$ cat src/sv/assert_macros.svh
// Assertion helpers shared by the RTL. Each one checks on the rising edge of clk
// and is switched off while rst is high.
`ifndef ASSERT_MACROS_SVH
`define ASSERT_MACROS_SVH

// Whenever the antecedent holds, the consequent must hold in the same cycle.
`define ASSERT_IMPLIES(label, ante, cons, msg) \
  label: assert property (@(posedge clk) disable iff (rst) (ante) |-> (cons)) \
    else $error(msg);

// The expression must hold in every cycle.
`define ASSERT_ALWAYS(label, expr, msg) \
  label: assert property (@(posedge clk) disable iff (rst) (expr)) \
    else $error(msg);

`endif

$ cat src/sv/rfad_pkg.sv
package rfad_pkg;

  typedef enum logic [1:0] {
    PH_HUNT,
    PH_HDR1,
    PH_LOW,
    PH_HIGH
  } phase_t;

  localparam int APB_ADDR_W = 3;
  localparam int LINE_DEPTH_DEF = 4;

  localparam logic REG_HEADER = 1'b0;

  localparam logic [7:0] HEADER_RESET = 8'h59;
  localparam logic [13:0] DIST_MAX = 14'd9999;

  localparam logic [7:0] CH_ZERO = 8'h30;
  localparam logic [7:0] CH_C = 8'h63;
  localparam logic [7:0] CH_M = 8'h6d;
  localparam logic [7:0] CH_NL = 8'h0a;

  localparam logic [2:0] POS_C = 3'd4;
  localparam logic [2:0] POS_M = 3'd5;
  localparam logic [2:0] POS_NL = 3'd6;

  typedef logic [3:0] digit_t;

  typedef struct packed {
    logic valid;
    logic [13:0] dist_val;
  } dist_t;

  // dig[0] holds the thousands and dig[3] the units.
  typedef struct packed {
    digit_t [3:0] dig;
    logic [1:0] start;
  } line_t;

  // Splits a value below 100 into its tens and units digits.
  function automatic logic [7:0] split_tens(input logic [6:0] v);
    logic [17:0] p;
    logic [3:0] t;
    logic [6:0] o;
    p = 18'(v) * 18'd205;
    t = p[14:11];
    o = v - 7'(t) * 7'd10;
    return {t, o[3:0]};
  endfunction

endpackage

$ cat src/sv/rfad_frame.sv
module rfad_frame
  import rfad_pkg::*;
(
  input  logic       clk,
  input  logic       rst,
  input  logic [7:0] rx_byte,
  input  logic       accept,
  input  logic [7:0] header_value,
  output logic       high_byte,
  output dist_t      dist_out
);

  phase_t phase;
  phase_t phase_next;
  logic [7:0] distance_low;
  logic [15:0] full;
  logic [13:0] sat;
  logic dist_valid;
  logic [13:0] dist_value;

  always_comb begin
    phase_next = phase;
    if (accept) begin
      unique case (phase)
        PH_HUNT: phase_next = (rx_byte == header_value) ? PH_HDR1 : PH_HUNT;
        PH_HDR1: phase_next = (rx_byte == header_value) ? PH_LOW : PH_HUNT;
        PH_LOW:  phase_next = PH_HIGH;
        PH_HIGH: phase_next = PH_HUNT;
        default: phase_next = PH_HUNT;
      endcase
    end
  end

  always_comb begin
    high_byte = (phase == PH_HIGH);
    full = {rx_byte, distance_low};
    sat = (full > 16'(DIST_MAX)) ? DIST_MAX : full[13:0];
  end

  assign dist_out = {dist_valid, dist_value};

  always_ff @(posedge clk) begin
    if (rst) begin
      phase <= PH_HUNT;
      distance_low <= '0;
      dist_valid <= 1'b0;
    end else begin
      phase <= phase_next;
      if (accept && phase == PH_LOW) begin
        distance_low <= rx_byte;
      end
      dist_valid <= accept && high_byte;
    end
  end

  always_ff @(posedge clk) begin
    dist_value <= sat;
  end

endmodule

$ cat src/sv/rfad_digits.sv
module rfad_digits
  import rfad_pkg::*;
(
  input  logic  clk,
  input  logic  rst,
  input  dist_t dist_in,
  output logic  line_valid,
  output line_t line_out
);

  logic        v1;
  logic [13:0] d1;
  logic [6:0]  q1;
  logic [1:0]  start1;
  logic [26:0] prod;
  logic [1:0]  start_calc;
  logic [13:0] diff;
  logic [7:0]  hi_pair;
  logic [7:0]  lo_pair;

  always_comb begin
    prod = 27'(dist_in.dist_val) * 27'd5243;
    if (dist_in.dist_val >= 14'd1000) begin
      start_calc = 2'd0;
    end else if (dist_in.dist_val >= 14'd100) begin
      start_calc = 2'd1;
    end else if (dist_in.dist_val >= 14'd10) begin
      start_calc = 2'd2;
    end else begin
      start_calc = 2'd3;
    end
  end

  always_comb begin
    diff = d1 - 14'(q1) * 14'd100;
    hi_pair = split_tens(q1);
    lo_pair = split_tens(diff[6:0]);
  end

  always_ff @(posedge clk) begin
    if (rst) begin
      v1 <= 1'b0;
      line_valid <= 1'b0;
    end else begin
      v1 <= dist_in.valid;
      line_valid <= v1;
    end
  end

  always_ff @(posedge clk) begin
    d1 <= dist_in.dist_val;
    q1 <= prod[25:19];
    start1 <= start_calc;
    line_out.dig[0] <= hi_pair[7:4];
    line_out.dig[1] <= hi_pair[3:0];
    line_out.dig[2] <= lo_pair[7:4];
    line_out.dig[3] <= lo_pair[3:0];
    line_out.start <= start1;
  end

endmodule

$ cat src/sv/rfad_line_fifo.sv
module rfad_line_fifo
  import rfad_pkg::*;
#(
  parameter int DEPTH = LINE_DEPTH_DEF
) (
  input  logic  clk,
  input  logic  rst,
  input  logic  wr_en,
  input  line_t wr_data,
  input  logic  rd_en,
  output line_t rd_data,
  output logic  empty
);

  localparam int PTR_W = (DEPTH > 1) ? $clog2(DEPTH) : 1;
  localparam int CNT_W = $clog2(DEPTH + 1);

  line_t entries [DEPTH];
  logic [PTR_W-1:0] wr_ptr;
  logic [PTR_W-1:0] rd_ptr;
  logic [CNT_W-1:0] count;

  function automatic logic [PTR_W-1:0] wrap_inc(input logic [PTR_W-1:0] p);
    return (p == PTR_W'(DEPTH - 1)) ? '0 : p + 1'b1;
  endfunction

  assign empty = (count == '0);
  assign rd_data = entries[rd_ptr];

  always_ff @(posedge clk) begin
    if (wr_en) begin
      entries[wr_ptr] <= wr_data;
    end
  end

  always_ff @(posedge clk) begin
    if (rst) begin
      wr_ptr <= '0;
      rd_ptr <= '0;
      count <= '0;
    end else begin
      if (wr_en) begin
        wr_ptr <= wrap_inc(wr_ptr);
      end
      if (rd_en) begin
        rd_ptr <= wrap_inc(rd_ptr);
      end
      if (wr_en && !rd_en) begin
        count <= count + 1'b1;
      end else if (rd_en && !wr_en) begin
        count <= count - 1'b1;
      end
    end
  end

endmodule

$ cat src/sv/rfad_serial.sv
module rfad_serial
  import rfad_pkg::*;
(
  input  logic       clk,
  input  logic       rst,
  input  line_t      head,
  input  logic       empty,
  input  logic       tx_stall,
  output logic       pop,
  output logic [7:0] tx_char,
  output logic       last_char,
  output logic       tx_valid
);

  logic [2:0] pos;
  logic       started;
  logic [2:0] cur;
  logic       load;
  logic       emit;
  logic [7:0] ch;

  always_comb begin
    load = !tx_valid || !tx_stall;
    emit = load && !empty;
    cur = started ? pos : {1'b0, head.start};
    pop = emit && (cur == POS_NL);
    case (cur)
      POS_C:   ch = CH_C;
      POS_M:   ch = CH_M;
      POS_NL:  ch = CH_NL;
      default: ch = CH_ZERO + {4'b0000, head.dig[cur[1:0]]};
    endcase
  end

  always_ff @(posedge clk) begin
    if (rst) begin
      tx_valid <= 1'b0;
      started <= 1'b0;
      pos <= '0;
    end else begin
      if (load) begin
        tx_valid <= emit;
      end
      if (pop) begin
        started <= 1'b0;
      end else if (emit) begin
        started <= 1'b1;
        pos <= cur + 3'd1;
      end
    end
  end

  always_ff @(posedge clk) begin
    if (emit) begin
      tx_char <= ch;
      last_char <= (cur == POS_NL);
    end
  end

endmodule

$ cat src/sv/range_frame_to_ascii_decimal.sv
// Received bytes enter on the rx channel, one word per cycle while rx_stall is low. A frame is two
// header bytes equal to the header register (matched sliding), a low and a high distance byte; the high
// byte yields one text line, the distance saturated to 9999 in decimal without leading zeros, then "cm"
// and a newline, with last_char set on the newline. A line passes the frame's distance register and the
// registers of the digit stage before it is written to the line queue. The output side sends one character
// a cycle while tx_stall is low, and a line of n digits has n + 3 characters, at most 7; the line queue
// of LINE_DEPTH lines absorbs the difference, and rx_stall rises only when every queue slot is spoken
// for by lines queued or still being converted.
`include "assert_macros.svh"

module range_frame_to_ascii_decimal
  import rfad_pkg::*;
#(
  parameter int LINE_DEPTH = LINE_DEPTH_DEF
) (
  input  logic                  clk,
  input  logic                  rst,
  input  logic                  psel,
  input  logic                  penable,
  input  logic                  pwrite,
  input  logic [APB_ADDR_W-1:0] paddr,
  input  logic [31:0]           pwdata,
  output logic [31:0]           prdata,
  output logic                  pready,
  input  logic [7:0]            rx_byte,
  input  logic                  rx_valid,
  output logic                  rx_stall,
  output logic [7:0]            tx_char,
  output logic                  last_char,
  output logic                  tx_valid,
  input  logic                  tx_stall
);

  localparam int PEND_W = $clog2(LINE_DEPTH + 1);

  logic [7:0]        header_value;
  logic [PEND_W-1:0] pending;
  logic              rx_accept;
  logic              high_byte;
  dist_t             dist_word;
  logic              line_valid;
  line_t             line;
  line_t             head;
  logic              empty;
  logic              pop;
  logic              inc;

  assign pready = 1'b1;
  assign prdata = (paddr[2] == REG_HEADER) ? {24'd0, header_value} : 32'd0;

  always_ff @(posedge clk) begin
    if (rst) begin
      header_value <= HEADER_RESET;
    end else if (psel && penable && pwrite && pready && paddr[2] == REG_HEADER) begin
      header_value <= pwdata[7:0];
    end
  end

  assign rx_stall = (pending == PEND_W'(LINE_DEPTH));
  assign rx_accept = rx_valid && !rx_stall;
  assign inc = rx_accept && high_byte;

  // Counts lines in conversion and in the queue, so no line can find the queue full.
  always_ff @(posedge clk) begin
    if (rst) begin
      pending <= '0;
    end else if (inc && !pop) begin
      pending <= pending + 1'b1;
    end else if (pop && !inc) begin
      pending <= pending - 1'b1;
    end
  end

  rfad_frame u_frame (
    .clk          (clk),
    .rst          (rst),
    .rx_byte      (rx_byte),
    .accept       (rx_accept),
    .header_value (header_value),
    .high_byte    (high_byte),
    .dist_out     (dist_word)
  );

  rfad_digits u_digits (
    .clk        (clk),
    .rst        (rst),
    .dist_in    (dist_word),
    .line_valid (line_valid),
    .line_out   (line)
  );

  rfad_line_fifo #(
    .DEPTH (LINE_DEPTH)
  ) u_fifo (
    .clk     (clk),
    .rst     (rst),
    .wr_en   (line_valid),
    .wr_data (line),
    .rd_en   (pop),
    .rd_data (head),
    .empty   (empty)
  );

  rfad_serial u_serial (
    .clk       (clk),
    .rst       (rst),
    .head      (head),
    .empty     (empty),
    .tx_stall  (tx_stall),
    .pop       (pop),
    .tx_char   (tx_char),
    .last_char (last_char),
    .tx_valid  (tx_valid)
  );

  `ASSERT_ALWAYS(a_pending_bound, pending <= PEND_W'(LINE_DEPTH), "line count above depth")
  `ASSERT_IMPLIES(a_pop_pending, pop, pending != '0, "line sent that was never counted")
  `ASSERT_IMPLIES(a_last_is_nl, tx_valid && last_char, tx_char == CH_NL, "last word not newline")

endmodule
$ cat config.mk
export PLATFORM = sky130hd
export DESIGN_NAME = range_frame_to_ascii_decimal
export DESIGN_NICKNAME = d
export VERILOG_FILES = /design/src/sv/rfad_pkg.sv /design/src/sv/rfad_frame.sv /design/src/sv/rfad_digits.sv /design/src/sv/rfad_line_fifo.sv /design/src/sv/rfad_serial.sv /design/src/sv/range_frame_to_ascii_decimal.sv
export VERILOG_INCLUDE_DIRS = /design/src /design/src/sv
export SDC_FILE = /design/constraint.sdc
export NUM_CORES = 1
export LEC_CHECK = 0
export ABC_AREA = 1
export BUFFER_PORTS_ARGS = -buffer_cell sky130_fd_sc_hd__buf_4
export CAP_MARGIN = 25
export CORE_ASPECT_RATIO = 1.25
export CORE_UTILIZATION = 40
export CTS_CLUSTER_DIAMETER = 50
export DETAILED_ROUTE_END_ITERATION = 10
export PLACE_DENSITY = 0.58
export SLEW_MARGIN = 10
export SYNTH_ARGS = -nofsm -noshare
export SYNTH_HDL_FRONTEND = slang
export SYNTH_HIERARCHICAL = 1
export SYNTH_SLANG_ARGS = --single-unit
$ cat constraint.sdc
create_clock -name clk -period 8.6 [get_ports clk]
set_clock_uncertainty 0.1 [all_clocks]
set_input_delay 0.43 -clock clk [delete_from_list [all_inputs] [get_ports clk]]
set_output_delay 0.43 -clock clk [all_outputs]
set_load 0.05 [all_outputs]
## Yosys cells after proc, flatten, opt, wreduce, memory -nomap -nowiden

Memory sizes are Yosys's and may differ from the RTL's. A register that Yosys moved wholly into a read port is not among the register bits.
Cells that the tools add are included.

- Flip-flop bits (word level): 93
- Bits in writable memories: 72
- Word-level logic and storage cells: 107
- Memories kept: 1

- Add/sub/neg operators: 11
- $mul: 6
- Magnitude comparators: 5
- Eq/ne operators: 10
- Muxes and demuxes: 20
- Bitwise operators: 2
- Reductions and logical operators: 27

Memory list:

| memory | depth | width | read ports | clocked after Yosys merged registers in | wr ports | line | source |
|---|---|---|---|---|---|---|---|
| u_fifo.entries | 4 | 18 | 1 | 1 | 1 | rfad_line_fifo.sv:18 | `line_t entries [DEPTH];` |

Operator list:

| cell | count |
|---|---|
| 7-bit by 8-bit multiplier with 15-bit output (second input constant) | 2 |
| 14-bit by 13-bit multiplier with 26-bit output (second input constant) | 1 |
| 8-bit one-hot mux with 3 select lines | 1 |
| 16-bit by 14-bit > comparator with 1-bit output (second input constant) | 1 |
| 3-bit two-way mux | 5 |
| 14-bit by 10-bit greater-or-equal comparator with 1-bit output (second input constant) | 1 |
| 14-bit by 4-bit greater-or-equal comparator with 1-bit output (second input constant) | 1 |
| 14-bit by 7-bit greater-or-equal comparator with 1-bit output (second input constant) | 1 |
| 3-bit == test (second input constant) | 4 |
| 1-bit logical AND | 12 |
| 2-bit two-way mux | 5 |
| 3-bit by 1-bit adder with 3-bit output (second input constant) | 3 |
| 4-bit binary-select mux with 2-bit select | 1 |
| 2-bit == test (second input constant) | 4 |
| 8-bit == test | 1 |
| 4-bit by 3-bit multiplier with 3-bit output (second input constant) | 2 |
| 8-bit two-way mux | 1 |
| 2-bit one-hot mux with 4 select lines | 1 |
| 4-bit subtractor | 2 |
| 6-bit by 4-bit adder with 7-bit output (first input constant) | 1 |
| 1-bit zero test | 7 |
| 7-bit by 5-bit multiplier with 5-bit output (second input constant) | 1 |
| 7-bit subtractor | 1 |
| 3-bit by 1-bit subtractor with 3-bit output (second input constant) | 2 |
| 12 further kinds | 20 |

## Longest topological paths before layout

- Depth after elaboration: 8
- Mapped depth: 30

## By module

The synthesis kept the hierarchy.

Modules (own cells, without submodules):

| module | instances | cells an instance | area an instance (um2) | sequential area each (um2) |
|---|---|---|---|---|
| rfad_digits | 1 | 797 | 6942.9 | 720.7 |
| rfad_line_fifo | 1 | 232 | 3183.1 | 2342.2 |
| rfad_frame | 1 | 113 | 977.2 | 500.5 |
| rfad_serial | 1 | 110 | 802.0 | 340.3 |
| range_frame_to_ascii_decimal | 1 | 107 | 754.5 | 220.2 |

## Worst setup path before layout

No wires, ideal clock.

- Path kind: register to register
- Start point: reg u_digits.q1[0]
- End point: reg u_digits/line_out[17] (netlist name)
- Library setup time: 0.109 ns
- Arrival time: 5.007 ns
- Data required time: 8.391 ns
- Setup slack: 3.384 ns
- Stages on the path, launching flop included: 29
- Clock period less this slack: 5.216 ns
- Cell sequence: dfxtp_1 ha_1 inv_1 ha_1 a21oi_1 nand2_1 xor2_1 xor2_1 ha_1 ha_1 fa_1 inv_1 fa_1 inv_1 ha_1 nand2_1 inv_1 nand2_1 nand2_1 nand2_1 nand3_1 nand2_1 inv_1 ha_1 fa_1 xor2_1 nand3b_1 nand2_1 inv_1

- Longest elaborated chain between the ends: 5

Ends and longest elaborated chain:

| element | line | source |
|---|---|---|
| start: declaration | rfad_digits.sv:13 | `logic [6:0] q1;` |
| start signal: assignment | rfad_digits.sv:52 | `q1 <= prod[25:19];` |
| 7-bit by 5-bit multiplier with 5-bit output | rfad_digits.sv:35 | `diff = d1 - 14'(q1) * 14'd100;` |
| 7-bit subtractor | rfad_digits.sv:35 |  |
| 7-bit by 8-bit multiplier with 15-bit output | rfad_pkg.sv:45 | `p = 18'(v) * 18'd205;` |
| via u_digits.lo_pair[4] | rfad_digits.sv:19 | `logic [7:0] lo_pair;` |
| 4-bit by 3-bit multiplier with 3-bit output | rfad_pkg.sv:47 | `o = v - 7'(t) * 7'd10;` |
| 4-bit subtractor | rfad_pkg.sv:47 |  |
| via u_digits.lo_pair[3] | rfad_digits.sv:19 |  |
| end: declaration | rfad_digits.sv:8 | `output line_t line_out` |

The timed path passes the listed nets, and every way through them passes these cells.
A chain may end at the register's enable or synchronous reset.

## Final worst setup path

Same ends and word-level chain as after synthesis.

==> metrics.cfg <==
[status]
status=finished, final reports clean

[setup_path]
worstSetupPathType=register to register
required_ns=8.83
worst_path_most_repeated_cell=nand2_1
slowest_delay_ns=0.59
crit_slowest_cell=dfxtp_1
startpoint_type=register
path_buf_inv=6
end_kind=register
critPathTopFamily=adder cells
critPathMaxFanout=8
arrival_ns=5.92

[global_route]
grt_pass1_vias=8445
track_usage_pct=15.7
overflow=0
grt_start_max_net_pins=38
grt_pass1_wl_um=40600
grt_antenna_before_repair=0

[die]
start_util_pct=40.7
fp.dieArea_um2=32400
fp.dieH_um=201
rows=72
io_pins=94
core_um2=31100
dieWidth_um=161

[finish]
drive_gt1_share_pct=8.12
antenna_cells=0
nets=1741
area_growth_pct=9.41
fillers=3061

[logic_synthesis]
synth.ff_latch_count=166
ys_seq_area_share_pct=32.6
synth_cell_type_count=46
synth_area_leader_cell=ha_1
synth_area_leaders=ha_1 (20%), edfxtp_1 (19%), dfxtp_1 (14%)
synth-warning-count=6
netlist.area_leader.share_pct=20.2
syn_avg_cell_area_um2=9.32
synthCells=1359
syn-cell-area_um2=12700

[sta]
rsz0062_at_grt=no
fin_crit_sh_pct=66.2
fin_crit_ns=5.70
drv_slew=0
setup_tns_ns=0
fmax_ghz=0.176
hold_violations=0
worstMarginPinSlew_ns=0.857
slew_headroom_pct=42.8
setup_viol=0

[clock_network]
cts_root_buf=clkbuf_16
cts_max_path_buffers=2
cts_resized=0
cts_buffers=17
cts_hold_buffers=0
htree_levels=4
clk_latency_ns=0.42
cts_sinks=166
tritoncts=built
cts_setup_buffers=0
clk_pin_slew_worst_paths_ns=0.07

[place]
dp_hpwl_um=19500
gp_congestion=0.858
portBuffers=41

[detailed_routing]
routed_via_density=4.69
ant_nets=0
firstDrtPassIters=4
vias=8562
wl_per_cell_um=13.2
drt-initial-drc-count=311
drcViolationCount=0
wirelength_um=24100

[flow_run]
drv_cap=0

[min_path]
worstHoldPathType=input port to register

## metrics by stage
stage	cells	hold slack (ns)	utilization, %	area, um^2	setup WS (ns)
global route	1824	0.102	44.6	13900	2.47
global placement	1792	0.216	42.6	13200	2.89
CTS	1824	0.0959	44.6	13900	2.84
detailed placement	1792	0.215	42.6	13200	2.86
floorplan	1382	0.210	-	12700	3.38
finish	1824	0.109	44.6	13900	2.90
## sequential cells by signal (all words and copies together), names as in the netlist, named ones only
signal and cells:
u_frame/dist_valid 1, u_digits/q1 7, u_serial/pos 3, u_digits/start1 2, u_digits/d1 7, header_value 8
u_digits/line_valid 1, u_fifo/count 3, u_frame/phase 1, u_frame/distance_low 8, u_serial/tx_valid 1, u_serial/tx_char 7
u_serial/last_char 1, pending 3, u_fifo/wr_ptr 2, u_frame/dist_value 14, u_digits/line_out 18, u_serial/started 1
u_digits/v1 1, u_fifo/entries 72, u_fifo/rd_ptr 2
## per-layer routing
layer | vias up | GRT usage (%) | part of all wire (%)
met5 | - | 0 | 0
met4 | 0 | 3.27 | 0.86
met3 | 18 | 1.94 | 1.8
met2 | 87 | 29.2 | 53
met1 | 4048 | 19.2 | 44
li1 | 4409 | - | -
## cells in the mapped netlist (all sizes together)
library cell	n
inv	279
o21ai	67
a211oi	1
nand3b	7
dfxtp	86
o221ai	1
fa	83
edfxtp	80
o22ai	20
a21boi	3
o21a	3
a31oi	1
a21oi	47
nor3	10
nor3b	1
a31o	1
xnor2	18
nor2	116
clkinv	7
or2	2
xor2	11
nand4	20
nand3	55
o21bai	4
ha	204
conb	3
buf	39
o211ai	2
nand2	183
a21o	5
## worst reg2reg max path: cells and delay by family (launching register included)
| kind | cells | cell delay [ns] |
|---|---|---|
| flip-flops | 1 | 0.59 |
| adder cells (fa/ha/maj) | 9 | 3.03 |
| XOR/XNOR | 3 | 0.60 |
| AO/OA/AOI/OAI | 1 | 0.16 |
| AND/OR/NAND/NOR | 9 | 0.83 |
| buffers and inverters | 6 | 0.29 |
## logic make-up (layout without fill, tap and decap cells)
group,Yosys count,after routing,share of synthesized area [%]
and+or+nand+nor,394,394,13.9
adders and majority gates,287,287,33.3
other,3,26,0.0889
DFF,166,166,32.6
xor gates and xnor gates,29,29,2.01
buffers and inverters,325,360,11.3
AOI/OAI and AO/OA,155,155,6.84
## area by class of cell
class | count | area, um^2 | area share [%]
Timing Repair Buffer | 42 | 315 | 2.28
Clock inverter | 14 | 189 | 1.36
Sequential cell | 166 | 4120 | 29.8
Inverter | 286 | 1090 | 7.89
Tap cell | 407 | 509 | 3.68
Clock buffer | 18 | 429 | 3.10
Multi-Input combinational cell | 891 | 7190 | 51.9
## placed cells by master, fill, tap and decap left out, types with 11 or more instances in the layout
cell / Yosys / final
fa_1: 83 / 83
o21ai_1: 20 / 20
o21ai_0: 44 / 44
nand4_1: 19 / 19
nand2_1: 173 / 173
dfxtp_1: 86 / 86
a21oi_1: 47 / 47
inv_1: 271 / 271
xnor2_1: 18 / 18
o22ai_1: 20 / 20
buf_4: 29 / 42
ha_1: 204 / 204
nand3_1: 52 / 52
conb_1: 3 / 26
nor2_1: 106 / 106
edfxtp_1: 80 / 80
clkbuf_16: 0 / 17
xor2_1: 11 / 11
## path summary, 6_finish.rpt
check | to | startpoint | depth (start not counted) | slack [ns]
max | u_digits/line_out[17]$_DFF_P_ | u_digits/q1[0]$_DFF_P_ | 28 | 2.90
min | header_value[0]$_SDFFE_PP1P_ | pwdata[0] | 3 | 0.11
max reg2reg | u_digits/line_out[17]$_DFF_P_ | u_digits/q1[0]$_DFF_P_ | 28 | 2.90
min reg2reg | u_digits/line_out[0]$_DFF_P_ | u_digits/start1[0]$_SDFF_PP0_ | 0 | 0.23
Power is left out: the tool's default activity adds up to more than one toggle a clock period on the data nets, which glitch-free logic cannot reach.
